**config.mk**
```make
export PLATFORM = sky130hd
export DESIGN_NAME = searchable_ring_fifo
export DESIGN_NICKNAME = d
export VERILOG_FILES = /design/src/hw/rtl/srf_pkg.sv /design/src/hw/rtl/searchable_ring_fifo.sv /design/src/hw/rtl/srf_cell.sv /design/src/hw/rtl/srf_ctrl.sv
export SDC_FILE = /design/constraint.sdc
export NUM_CORES = 1
export LEC_CHECK = 0
export BUFFER_PORTS_ARGS = -buffer_cell sky130_fd_sc_hd__buf_2
export CAP_MARGIN = 5
export CORE_MARGIN = 3
export CORE_UTILIZATION = 55
export DETAILED_ROUTE_END_ITERATION = 7
export PLACE_DENSITY = 0.76
export SYNTH_ARGS = -nofsm -noshare
export SYNTH_HDL_FRONTEND = slang
export SYNTH_SLANG_ARGS = --single-unit
```
**constraint.sdc**
```tcl
create_clock -name i_clk -period 4.1 [get_ports i_clk]
set_input_delay 0.615 -clock i_clk [delete_from_list [all_inputs] [get_ports i_clk]]
set_output_delay 0.615 -clock i_clk [all_outputs]
set_load 0.005 [all_outputs]
```
**src/hw/rtl/srf_pkg.sv**
```systemverilog
package srf_pkg;

    // storage geometry
    localparam int DEPTH      = 8;
    localparam int DATA_WIDTH = 32;
    localparam int OCC_W      = $clog2(DEPTH + 1);
    localparam int PTR_W      = $clog2(DEPTH);

    // command codes
    localparam logic [2:0] OP_PUSH = 3'd0;
    localparam logic [2:0] OP_POP  = 3'd1;
    localparam logic [2:0] OP_PEEK = 3'd2;
    localparam logic [2:0] OP_AT   = 3'd3;
    localparam logic [2:0] OP_FIND = 3'd4;

    // status codes
    localparam logic [2:0] ST_OK       = 3'd0;
    localparam logic [2:0] ST_FULL     = 3'd1;
    localparam logic [2:0] ST_EMPTY    = 3'd2;
    localparam logic [2:0] ST_RANGE    = 3'd3;
    localparam logic [2:0] ST_NOTFOUND = 3'd4;

    typedef logic [DATA_WIDTH-1:0] t_word;

    typedef struct packed {
        logic [2:0]         op;
        logic signed [31:0] value;
        logic [2:0]         index;
    } t_cmd;

    typedef struct packed {
        logic [2:0]         status;
        logic signed [31:0] read_value;
        logic [2:0]         found_index;
        logic [3:0]         fill_level;
    } t_result;

    // per-cell control from the sequencer
    typedef struct packed {
        logic shift;
        logic load;
    } t_cell_ctl;

    // command word into stored width, sign extended or cut
    function automatic t_word to_word(input logic signed [31:0] v);
        return DATA_WIDTH'(v);
    endfunction

    // stored word back to 32 bits, sign extended from the stored width
    function automatic logic signed [31:0] from_word(input t_word w);
        return 32'($signed(w));
    endfunction

endpackage

```
**src/hw/rtl/searchable_ring_fifo.sv**
```systemverilog
// searchable ring fifo: a queue of signed words that can also be read at a
// position and searched for a word.
// command channel: i_cmd is taken at a rising edge where i_start is high and
// o_busy is low; one command per transfer, ops push, pop, peek, indexed read
// and find first.
// result channel: exactly one result per command, shown on o_result for a
// single cycle while o_done is high; there is no back pressure, the receiver
// must take it in that cycle.
// latency: push, pop, peek, unused op codes and failing commands give their
// result in the cycle after the transfer, so one such command can follow
// every cycle.
// indexed read and find rotate the row of DEPTH storage cells one full turn,
// one cell per cycle, and watch the head cell; o_busy is high while the ring
// turns, and the result is registered on the step that completes the turn.
// a command may be issued in the same cycle its predecessor's result shows.
// reset (synchronous, active low) empties the queue and drops any command in
// flight; stored words are not cleared and are never read before written.
module searchable_ring_fifo (
    input  logic             i_clk,
    input  logic             i_rst_n,
    input  logic             i_start,
    input  srf_pkg::t_cmd    i_cmd,
    output logic             o_busy,
    output logic             o_done,
    output srf_pkg::t_result o_result
);
    import srf_pkg::*;

    t_cell_ctl cell_ctl [DEPTH];
    t_word     cell_word [DEPTH];
    t_word     din;

    // sequencer
    srf_ctrl u_ctrl (
        .i_clk    (i_clk),
        .i_rst_n  (i_rst_n),
        .i_start  (i_start),
        .i_cmd    (i_cmd),
        .i_head   (cell_word[0]),
        .o_busy   (o_busy),
        .o_done   (o_done),
        .o_result (o_result),
        .o_ctl    (cell_ctl),
        .o_din    (din)
    );

    // ring of cells, each taking its right neighbor's word on a shift
    for (genvar k = 0; k < DEPTH; k++) begin : g_cell
        srf_cell u_cell (
            .i_clk  (i_clk),
            .i_ctl  (cell_ctl[k]),
            .i_din  (din),
            .i_next (cell_word[(k + 1) % DEPTH]),
            .o_word (cell_word[k])
        );
    end

endmodule

```
**src/hw/rtl/srf_cell.sv**
```systemverilog
module srf_cell (
    input  logic              i_clk,
    input  srf_pkg::t_cell_ctl i_ctl,
    input  srf_pkg::t_word    i_din,
    input  srf_pkg::t_word    i_next,
    output srf_pkg::t_word    o_word
);
    import srf_pkg::*;

    t_word r_word;

    // take the neighbor's word on a shift, the pushed word on a load
    always_ff @(posedge i_clk) begin
        if (i_ctl.shift) begin
            r_word <= i_next;
        end else if (i_ctl.load) begin
            r_word <= i_din;
        end
    end

    assign o_word = r_word;

endmodule

```
**src/hw/rtl/srf_ctrl.sv**
```systemverilog
module srf_ctrl (
    input  logic               i_clk,
    input  logic               i_rst_n,
    input  logic               i_start,
    input  srf_pkg::t_cmd      i_cmd,
    input  srf_pkg::t_word     i_head,
    output logic               o_busy,
    output logic               o_done,
    output srf_pkg::t_result   o_result,
    output srf_pkg::t_cell_ctl o_ctl [srf_pkg::DEPTH],
    output srf_pkg::t_word     o_din
);
    import srf_pkg::*;

    localparam logic S_IDLE = 1'b0;
    localparam logic S_SCAN = 1'b1;

    logic               r_state, n_state;
    logic [OCC_W-1:0]   r_occ, n_occ;
    logic [PTR_W-1:0]   r_step, n_step;
    logic               r_find, n_find;
    logic               r_hit, n_hit;
    logic [2:0]         r_fidx, n_fidx;
    logic [2:0]         r_idx, n_idx;
    logic signed [31:0] r_rd, n_rd;
    t_word              r_val, n_val;
    logic               r_done, n_done;
    t_result            r_result, n_result;
    logic               shift;
    logic               push;
    logic               accept;

    assign accept = i_start && (r_state == S_IDLE);

    // command decode and scan sequencing
    always_comb begin
        n_state  = r_state;
        n_occ    = r_occ;
        n_step   = r_step;
        n_find   = r_find;
        n_hit    = r_hit;
        n_fidx   = r_fidx;
        n_idx    = r_idx;
        n_rd     = r_rd;
        n_val    = r_val;
        n_done   = 1'b0;
        n_result = r_result;
        shift    = 1'b0;
        push     = 1'b0;
        unique case (r_state)
            S_IDLE: begin
                if (accept) begin
                    n_result = '0;
                    n_done   = 1'b1;
                    unique case (i_cmd.op)
                        OP_PUSH: begin
                            if (r_occ == OCC_W'(DEPTH)) begin
                                n_result.status = ST_FULL;
                            end else begin
                                push  = 1'b1;
                                n_occ = r_occ + 1'b1;
                            end
                        end
                        OP_POP, OP_PEEK: begin
                            if (r_occ == '0) begin
                                n_result.status = ST_EMPTY;
                            end else begin
                                n_result.read_value = from_word(i_head);
                                if (i_cmd.op == OP_POP) begin
                                    shift = 1'b1;
                                    n_occ = r_occ - 1'b1;
                                end
                            end
                        end
                        OP_AT: begin
                            if (32'(i_cmd.index) >= 32'(r_occ)) begin
                                n_result.status = ST_RANGE;
                            end else begin
                                n_done  = 1'b0;
                                n_state = S_SCAN;
                                n_step  = '0;
                                n_find  = 1'b0;
                                n_idx   = i_cmd.index;
                                n_rd    = '0;
                            end
                        end
                        OP_FIND: begin
                            if (r_occ == '0) begin
                                n_result.status = ST_NOTFOUND;
                            end else begin
                                n_done  = 1'b0;
                                n_state = S_SCAN;
                                n_step  = '0;
                                n_find  = 1'b1;
                                n_hit   = 1'b0;
                                n_fidx  = '0;
                                n_val   = to_word(i_cmd.value);
                            end
                        end
                        default: begin
                            n_result.status = ST_OK;
                        end
                    endcase
                    n_result.fill_level = 4'(n_occ);
                end
            end
            S_SCAN: begin
                // rotate the ring one cell; the head holds position r_step
                shift  = 1'b1;
                n_step = r_step + 1'b1;
                if (!r_find && (32'(r_step) == 32'(r_idx))) begin
                    n_rd = from_word(i_head);
                end
                if (r_find && !r_hit && (32'(r_step) < 32'(r_occ)) && (i_head == r_val)) begin
                    n_hit  = 1'b1;
                    n_fidx = 3'(r_step);
                end
                // a full turn restores the order
                if (r_step == PTR_W'(DEPTH - 1)) begin
                    n_state  = S_IDLE;
                    n_done   = 1'b1;
                    n_result = '0;
                    if (r_find) begin
                        n_result.status      = n_hit ? ST_OK : ST_NOTFOUND;
                        n_result.found_index = n_hit ? n_fidx : 3'd0;
                    end else begin
                        n_result.status     = ST_OK;
                        n_result.read_value = n_rd;
                    end
                    n_result.fill_level = 4'(r_occ);
                end
            end
            default: begin
                n_state = S_IDLE;
            end
        endcase
    end

    // control registers
    always_ff @(posedge i_clk) begin
        if (!i_rst_n) begin
            r_state <= S_IDLE;
            r_occ   <= '0;
            r_step  <= '0;
            r_find  <= 1'b0;
            r_hit   <= 1'b0;
            r_done  <= 1'b0;
        end else begin
            r_state <= n_state;
            r_occ   <= n_occ;
            r_step  <= n_step;
            r_find  <= n_find;
            r_hit   <= n_hit;
            r_done  <= n_done;
        end
    end

    // payload registers
    always_ff @(posedge i_clk) begin
        r_fidx   <= n_fidx;
        r_idx    <= n_idx;
        r_rd     <= n_rd;
        r_val    <= n_val;
        r_result <= n_result;
    end

    // per-cell controls: push lands in the first free cell
    always_comb begin
        for (int k = 0; k < DEPTH; k++) begin
            o_ctl[k].shift = shift;
            o_ctl[k].load  = push && (r_occ == OCC_W'(k));
        end
    end

    assign o_din    = to_word(i_cmd.value);
    assign o_busy   = (r_state == S_SCAN);
    assign o_done   = r_done;
    assign o_result = r_result;

endmodule

```
==> qor.tcl, run 1 <==
set qor(power-per-cell-area_nw_per_um2) 469
set qor(timing_worst_slew_pin_value_ns) 1.22
set qor(r2r_end) {g_cell[7].u_cell.o_word[22]}
set qor(netlist_instances) 1055
set qor(detailedPlacementHpwl_um) 20100
set qor(cts.reportedPaths.clkPinSlew_ns) 0.06
set qor(critPathMaxStageDelay_ns) 0.75
set qor(clock_tree_from_tritoncts) {done}
set qor(cts_root_buffer) {sky130_fd_sc_hd__clkbuf_16}
set qor(final_critical_delay_including_setup_and_external_delays_ns) 3.05
set qor(grt_max_degree) 81
set qor(cts-buffers-inserted) 38
set qor(die_height_um) 177
set qor(clock_path_buffers) 3
set qor(post_drt_wl_per_cell_um) 21.9
set qor(source_to_sink_clock_delay_at_the_later_pin_of_the_worst_skew_pair_ns) 0.53
set qor(buffer_ports.inserted) 84
set qor(detailedRoute.firstIterationViolations) 1088
set qor(fmax_mhz) 328
set qor(required_ns) 4.49
set qor(critPathTopFamily) {compound AO/OA/AOI/OAI gates}
set qor(worst-path-buf-inv) 2
set qor(grt_setup_unrepaired) {no}
set qor(syn-mean-instance-area_um2) 15.2
set qor(arrival_time_worst_endpoint_ns) 3.43
set qor(crit_start) {u_ctrl.r_occ[0]}
set qor(end_kind) {flop}
set qor(postCtsSetupBuffers) 0
set qor(critPathKind) {flop to flop}
set qor(filler_cell_count) 2016
set qor(min_path_type) {primary input to flop}
set qor(run_status) {finished clean}
set qor(peakVddDrop_v) 0.000245
set qor(fin_worst_skew_ns) 0.0123
set qor(via_count) 9122
set qor(grt_usage_pct) 21.5
set qor(min_period_over_period_pct) 74.3
set qor(final-hold-violation-count) 0
set qor(reg2reg_depth) 6
set qor(die_width_um) 177
set qor(slew_headroom_pct) 18.0
set qor(cp_max_fo) 66
set qor(initial_drt_pass_iterations) 5
set qor(final_cell_area_um2) 17900
set qor(async_sr_flop_fraction_pct) 0
set qor(first_global_vias) 8844
set qor(row_cnt) 61
set qor(post_route_cells_drive_above_1_share_pct) 15.0
set qor(cts_num_sinks) 379
set qor(reg_to_reg_startpoint) {u_ctrl.r_occ[0]}
set qor(synth-warning-count) 0
set qor(die-area_um2) 31200
set qor(viasPerCell) 6.01
set qor(timing_max_transition_violations_final) 0
set qor(critical_path_depth) 6
set qor(cts-hold-fix-buffers) 0
set qor(p_leak_uw) 0.00732
set qor(grt_pass1_wl_um) 52000
set qor(routed_wirelength_um) 33300
set qor(worstPathCellList) {inv_1 > ha_1 > nand3_1 > a41o_4 > buf_4 > a21o_1}
set qor(hold-path-cell-count) 1
set qor(sequential_to_total_area_share_from_yosys_stat_pct) 70.3
set qor(synth.lib_cells_used.distinct) 52
set qor(syn_to_final_growth_pct) 11.3
set qor(count_of_flip_flops_with_a_built_in_enable_after_synthesis) 368
set qor(max_cap_viol_count) 0
set qor(floorplan.io_pins) 85
set qor(placed_cell_area_um2) 16700
set qor(critPathSlowestCell) {sky130_fd_sc_hd__a41o_4}
set qor(synth_area_um2) 16000
set qor(timing.final.setup_violations) 0
set qor(core_area_um2) 28200
set qor(floorplan.initialDensity_pct) 56.8
set qor(overflow) 0
set qor(synth_top_flop_cell) {sky130_fd_sc_hd__edfxtp_1}
set qor(drc) 0
set qor(critical_path.startpoint_type) {flop}
set qor(ctsResizeCount) 0
set qor(antenna_found_initial) 1
set qor(drtAntennaViolNets) 0
set qor(timing.reg2reg.setup_slack_ns) 1.05
set qor(cts_htree_levels) 2
set qor(synthesized_flop_and_latch_total) 379
set qor(final_nets) 1161
set qor(setup_total_negative_slack_ns) 0
set qor(worstSetupEndpoint) {g_cell[7].u_cell.o_word[22]}
set qor(place.gp.congestion) 0.854
set qor(synth_nets) 1108
Yosys cell counts (all sizes together), types with 2 or more instances:
library cell | count | area, µm²
and3 | 3 | 18.8
a22o | 33 | 289
nand2 | 33 | 124
nand3 | 6 | 30.0
nor2 | 9 | 33.8
o21ai | 9 | 45.0
a31o | 6 | 52.6
a21o | 258 | 1940
nand3b | 3 | 22.5
dfxtp | 11 | 220
and3b | 4 | 35.0
nand4 | 3 | 18.8
ha | 12 | 150
a41oi | 2 | 17.5
a21boi | 2 | 15.0
nor3b | 2 | 15.0
xnor2 | 11 | 96.3
nor3 | 7 | 35.0
mux2 | 2 | 22.5
edfxtp | 368 | 11100
nor2b | 35 | 219
buf | 38 | 211
clkbuf | 50 | 188
inv | 6 | 22.5
mux2i | 35 | 350
or3 | 3 | 18.8
o31ai | 3 | 22.5
nand2b | 6 | 37.5
nor4 | 9 | 86.3
or4 | 2 | 18.8
a2111oi | 4 | 35.0
xor2 | 28 | 245
and2 | 34 | 213
a32o | 2 | 20.0
a21oi | 5 | 25.0
cell usage in the layout, fill, tap and decap left out, types with 3 or more instances in the layout:
cell type                   netlist  routed
sky130_fd_sc_hd__a2111oi_0        4       4
sky130_fd_sc_hd__a21o_1         258     258
sky130_fd_sc_hd__a21oi_1          5       5
sky130_fd_sc_hd__a22o_1          33      33
sky130_fd_sc_hd__a31o_2           6       6
sky130_fd_sc_hd__and2_1          34      34
sky130_fd_sc_hd__and3_1           3       3
sky130_fd_sc_hd__and3b_1          4       4
sky130_fd_sc_hd__buf_2           34      84
sky130_fd_sc_hd__buf_4            1      15
sky130_fd_sc_hd__clkbuf_1        50      15
sky130_fd_sc_hd__clkbuf_16        0      38
sky130_fd_sc_hd__clkinv_1         0       5
sky130_fd_sc_hd__clkinv_2         0       7
sky130_fd_sc_hd__dfxtp_1         11      10
sky130_fd_sc_hd__edfxtp_1       368     368
sky130_fd_sc_hd__ha_1            12      12
sky130_fd_sc_hd__inv_1            5       5
sky130_fd_sc_hd__mux2i_1         35      35
sky130_fd_sc_hd__nand2_1         33      32
sky130_fd_sc_hd__nand2b_1         6       6
sky130_fd_sc_hd__nand3_1          6       6
sky130_fd_sc_hd__nand3b_1         3       3
sky130_fd_sc_hd__nand4_1          3       3
sky130_fd_sc_hd__nor2_1           9       8
sky130_fd_sc_hd__nor2b_1         35      35
sky130_fd_sc_hd__nor3_1           7       6
sky130_fd_sc_hd__nor4_1           7       7
sky130_fd_sc_hd__o21ai_0          9       8
sky130_fd_sc_hd__o31ai_1          3       3
sky130_fd_sc_hd__or3_1            3       3
sky130_fd_sc_hd__xnor2_1         11      11
sky130_fd_sc_hd__xor2_1          28      28
registers in the layout (all words and copies together) (netlist names):
name and flops:
u_ctrl.r_val 32, u_ctrl.r_idx 3, u_ctrl.o_result 42, u_ctrl.o_busy 1, u_ctrl.r_occ 4, u_ctrl.r_hit 1, u_ctrl.o_done 1, u_ctrl.r_fidx 3
u_ctrl.r_find 1, u_ctrl.r_step 3, g_cell.u_cell.o_word 256, u_ctrl.r_rd 32
where the power goes:
| part | switching (µW) | internal (µW) |
|---|---|---|
| Combinational | 389 | 250 |
| Sequential | 76.5 | 4470 |
| Clock | 1430 | 1750 |
| Total | 1890 | 6470 |
layout make-up:
class	instances	area (µm²)	share of cell area (%)
sequential	379	11300	63.1
clock buffer	54	1020	5.72
antenna	1	2.50	0.0140
timing repair buffer	101	573	3.21
inverter	6	22.5	0.126
tap	378	473	2.65
clock inverter	16	95.1	0.533
multi-input combinational	582	4400	24.6
through the flow:
step	std cells	hold slack, ns	total power (µW)	utilization (%)	setup slack [ns]
CTS	1516	0.274	8400	63.2	1.08
global placement	1446	0.496	5250	59.3	1.09
detailed placement	1446	0.503	5270	59.3	1.12
floorplan	1055	0.495	5050	-	0.0834
finish	1517	0.288	8370	63.2	1.05
global route	1516	0.276	8630	63.2	0.875
cells by family after synthesis:
family	count (synthesis)	share of synthesized area, %
DFF	379	70.3
buffers and inverters	94	2.63
xor gates and xnor gates	39	2.13
AOI/OAI and AO/OA	334	15.9
and+or+nand+nor	160	5.84
adders and majority gates	12	0.936
muxes	37	2.32
worst min-delay path by stage:
stage                               start                    endpoint
6_report                        i_cmd[29]            u_ctrl.r_val[26]
5_1_grt                         i_cmd[24]            u_ctrl.r_val[21]
3_5_place_dp   g_cell[4].u_cell.o_word[8]  g_cell[3].u_cell.o_word[8]
4_1_cts                         i_cmd[26]            u_ctrl.r_val[23]
3_3_place_gp   g_cell[2].u_cell.o_word[0]  g_cell[1].u_cell.o_word[0]
2_1_floorplan  g_cell[1].u_cell.o_word[0]  g_cell[0].u_cell.o_word[0]
routing by layer:
layer  wire [µm]  track usage [%]  vias up
li1            -                -     4115
met3        2150             3.47       47
met2       15500             33.1      334
met5          11                0        -
met4         615             5.89        2
met1       15000             32.3     4624
No activity file was read; power rests on OpenSTA's default activity.
==> run 2: changes to the inputs <==
--- a/config.mk
+++ b/config.mk
@@ -5,12 +5,13 @@
 export SDC_FILE = /design/constraint.sdc
 export NUM_CORES = 1
 export LEC_CHECK = 0
+export ABC_AREA = 1
 export BUFFER_PORTS_ARGS = -buffer_cell sky130_fd_sc_hd__buf_2
 export CAP_MARGIN = 5
 export CORE_MARGIN = 3
-export CORE_UTILIZATION = 55
+export CORE_UTILIZATION = 60
 export DETAILED_ROUTE_END_ITERATION = 7
-export PLACE_DENSITY = 0.76
+export PLACE_DENSITY = 0.78
 export SYNTH_ARGS = -nofsm -noshare
 export SYNTH_HDL_FRONTEND = slang
 export SYNTH_SLANG_ARGS = --single-unit
==> constraint.sdc (replaced) <==
create_clock -name i_clk -period 2.9 [get_ports i_clk]
set_input_delay 0.435 -clock i_clk [delete_from_list [all_inputs] [get_ports i_clk]]
set_output_delay 0.435 -clock i_clk [all_outputs]
set_load 0.005 [all_outputs]
==> run 2 against run 1 <==
Net effect: global-route usage grew 3.6 points; synthesized cell count grew 47%; critical path depth grew 3; hold slack lost 0.18 ns; register-to-register slack lost 0.84 ns; power grew 47%; fmax grew 13%; clock power grew 46%; largest power group unchanged; critical path type unchanged.
==> qor.tcl, run 2 <==
set qor(via_count) 11300 ;# +23%
set qor(hold_ws_ns) 0.107 ;# -0.181 ns
set qor(grt_pass1_wl_um) 57100 ;# +9.8%
set qor(synth_commonest_cells) {sky130_fd_sc_hd__nand2_1 (681), sky130_fd_sc_hd__edfxtp_1 (368), sky130_fd_sc_hd__inv_1 (137), sky130_fd_sc_hd__o21ai_0 (80), sky130_fd_sc_hd__nor2_1 (69)}
set qor(postCtsSetupBuffers) 0 ;# unchanged
set qor(antenna_found_initial) 0 ;# -1
set qor(netlist_instances) 1548 ;# +47%
set qor(detailedPlace.worstSlack_ns) 0.232 ;# -0.890 ns
set qor(run_status) {finished clean}
set qor(p_leak_uw) 0.00762 ;# +4.2%
set qor(post-synth-top-area-cell) {sky130_fd_sc_hd__edfxtp_1}
set qor(source_to_sink_clock_delay_at_the_later_pin_of_the_worst_skew_pair_ns) 0.53 ;# about the same
set qor(cts_num_sinks) 379 ;# unchanged
set qor(synthesized_flop_and_latch_total) 379 ;# unchanged
set qor(filler_cell_count) 1863 ;# -7.6%
set qor(critical_path.startpoint_type) {flop}
set qor(min_path_type) {primary input to flop}
set qor(cp_max_fo) 64 ;# -3.0%
set qor(slew_headroom_pct) 26.7 ;# +8.6 points
set qor(min_period_over_period_pct) 92.6 ;# +18 points
set qor(timing_max_transition_violations_final) 0 ;# unchanged
set qor(hold-path-cell-count) 1 ;# unchanged
set qor(routed_wirelength_um) 36500 ;# +9.8%
set qor(synth.lib_cells_used.distinct) 29 ;# -44%
set qor(synth.most_common_cell) {sky130_fd_sc_hd__nand2_1}
set qor(synth_nets) 1601 ;# +44%
set qor(power-per-cell-area_nw_per_um2) 663 ;# +42%
set qor(synth_top_flop_cell) {sky130_fd_sc_hd__edfxtp_1}
set qor(critPathKind) {flop to flop}
set qor(leading_cell_type_in_the_layout_fill_and_taps_excluded) {sky130_fd_sc_hd__nand2_1}
set qor(synth_area_um2) 16200 ;# +1.2%
set qor(worst-path-buf-inv) 3 ;# +1
set qor(multiInputGateArea_um2) 4310 ;# -2.0%
set qor(detailedRoute.firstIterationViolations) 1373 ;# +26%
set qor(async_sr_flop_fraction_pct) 0 ;# unchanged
set qor(cts-buffers-inserted) 39 ;# +2.6%
set qor(synth-warning-count) 0 ;# unchanged
set qor(critPathTopFamily) {buffers and inverters}
set qor(reg_area_um2) 11300 ;# about the same
set qor(yosys-top-cells-area) {sky130_fd_sc_hd__edfxtp_1 (68%), sky130_fd_sc_hd__nand2_1 (16%), sky130_fd_sc_hd__inv_1 (3.2%), sky130_fd_sc_hd__o21ai_0 (2.5%), sky130_fd_sc_hd__nor2_1 (1.6%)}
set qor(post_route_cells_drive_above_1_share_pct) 12.6 ;# -2.5 points
set qor(die_height_um) 171 ;# -3.5%
set qor(post_drt_wl_per_cell_um) 18.1 ;# -17%
set qor(final_critical_delay_including_setup_and_external_delays_ns) 2.68 ;# -0.362 ns
set qor(cts-hold-fix-buffers) 0 ;# unchanged
set qor(cts_htree_levels) 2 ;# unchanged
set qor(clock_tree_from_tritoncts) {done}
set qor(core_area_um2) 26400 ;# -6.7%
set qor(final-hold-violation-count) 0 ;# unchanged
set qor(die_width_um) 171 ;# -3.5%
set qor(required_ns) 3.16 ;# -1.33 ns
set qor(die-area_um2) 29100 ;# -7.0%
set qor(syn_to_final_growth_pct) 14.1
set qor(synthDominantCellAreaShare_pct) 68.1 ;# -0.84 points
set qor(overflow) 0 ;# unchanged
set qor(peakVddDrop_v) 0.000513 ;# +110%
set qor(grt_usage_pct) 25.1 ;# +3.6 points
set qor(detailedPlacementHpwl_um) 22900 ;# +14%
set qor(instances_no_fill) 2014 ;# +33%
set qor(cts.reportedPaths.clkPinSlew_ns) 0.06 ;# about the same
set qor(fin_worst_skew_ns) 0.0185 ;# +0.00626 ns
set qor(ctsResizeCount) 0 ;# unchanged
set qor(fmax_mhz) 372 ;# +13%
set qor(post-layout-total-power_uw) 12300 ;# +47%
set qor(worst_setup_margin_ns) 0.215 ;# -0.838 ns
set qor(floorplan.io_pins) 85 ;# unchanged
set qor(place.gp.congestion) 0.873 ;# +2.2%
set qor(final_nets) 1704 ;# +47%
set qor(sequential_to_total_area_share_from_yosys_stat_pct) 69.4 ;# -0.86 points
set qor(grt_setup_unrepaired) {no}
set qor(largest_register_ff_count) 256 ;# unchanged
set qor(initial_drt_pass_iterations) 5 ;# unchanged
set qor(critPathSlowestCell) {sky130_fd_sc_hd__dfxtp_1}
set qor(drc) 0 ;# unchanged
set qor(count_of_flip_flops_with_a_built_in_enable_after_synthesis) 368 ;# unchanged
set qor(timing.final.setup_violations) 0 ;# unchanged
set qor(post-place-cells) 1945 ;# +35%
set qor(syn-mean-instance-area_um2) 10.5 ;# -31%
set qor(reg2reg_depth) 9 ;# +3
set qor(timing_worst_slew_pin_value_ns) 1.10 ;# -0.125 ns
set qor(floorplan.initialDensity_pct) 61.6 ;# +4.8 points
set qor(clock_path_buffers) 3 ;# unchanged
set qor(drtAntennaViolNets) 0 ;# unchanged
set qor(viasPerCell) 5.59 ;# -7.0%
set qor(max_cap_viol_count) 0 ;# unchanged
set qor(end_kind) {flop}
set qor(grt_max_degree) 225 ;# +180%
set qor(layout.cells.most_common_list) {sky130_fd_sc_hd__nand2_1 (680), sky130_fd_sc_hd__edfxtp_1 (368), sky130_fd_sc_hd__inv_1 (137)}
set qor(arrival_time_worst_endpoint_ns) 2.94 ;# -0.49 ns
set qor(critPathMaxStageDelay_ns) 0.44 ;# -0.31 ns
set qor(cts_root_buffer) {sky130_fd_sc_hd__clkbuf_16}
set qor(count_of_antenna_diodes_in_the_layout) 0 ;# -1
set qor(row_cnt) 59 ;# -3.3%
set qor(first_global_vias) 10600 ;# +20%
set qor(critical_path_depth) 9 ;# +3
set qor(worstPathCellList) {inv_1 > ha_1 > nand2_2 > nand4_2 > o21ai_4 > clkinv_2 > buf_12 > nand2_1 > o21ai_0}
set qor(buffer_ports.inserted) 84 ;# unchanged
[run 2: cell types whose count changed after synthesis, moves of 34 or more]
cell,delta
sky130_fd_sc_hd__a21o_1,-258
sky130_fd_sc_hd__and2_1,-34
sky130_fd_sc_hd__inv_1,+132
sky130_fd_sc_hd__mux2i_1,-35
sky130_fd_sc_hd__nand2_1,+648
sky130_fd_sc_hd__nor2_1,+60
sky130_fd_sc_hd__nor2b_1,-35
sky130_fd_sc_hd__o21ai_0,+71
[run 2: final timing paths]
path | from | to | slack (ns)
max | u_ctrl.r_occ[0] | g_cell[7].u_cell.o_word[31] | 0.22
max reg2reg | u_ctrl.r_occ[0] | g_cell[7].u_cell.o_word[31] | 0.22
min reg2reg | g_cell[4].u_cell.o_word[5] | g_cell[3].u_cell.o_word[5] | 0.50
min | i_cmd[24] | u_ctrl.r_val[21] | 0.11
[run 2: kinds of logic (layout without fill, tap and decap cells)]
group           after synthesis  count (layout)  synth area share (%)
buf+inv                     194             325                  4.70
fa+ha+maj                    12              12                 0.925
flops                       379             379                  69.4
xor+xnor                     12              12                 0.647
simple gates                842             842                  20.7
compound gates              108             108                  3.50
mux                           1               1                0.0693
[run 2: routing by layer]
metal	share of wire, %	track usage [%]
met1	42	36.6
met3	8.8	4.51
met5	0	0
met4	2.5	7.55
met2	47	39.4
[run 2: layout make-up]
type | instances | share of cell area, %
clock buffers | 50 | 5.71
clock inverters | 19 | 0.547
multi-input cells | 975 | 23.3
repair buffers | 116 | 4.51
well taps | 335 | 2.26
flip-flops and latches | 379 | 60.8
inverters | 140 | 2.84
[run 2: power breakdown]
part           leakage (µW)  internal (µW)  total [µW]  switching [µW]
combinational       0.00354            330        1150             819
clock              0.000569           2580        4630            2050
sequential          0.00351           6420        6510            87.4
total               0.00762           9330       12300            2950
[run 2: through the flow]
stage / area [µm²] / utilization (%) / TNS (ns)
after global routing: 18500 / 70.3 / 0
after floorplan: 16300 / - / -24.40
final: 18500 / 70.3 / 0
after detailed placement: 17400 / 65.9 / 0
after CTS: 18500 / 70.3 / 0
after global placement: 17400 / 65.9 / 0
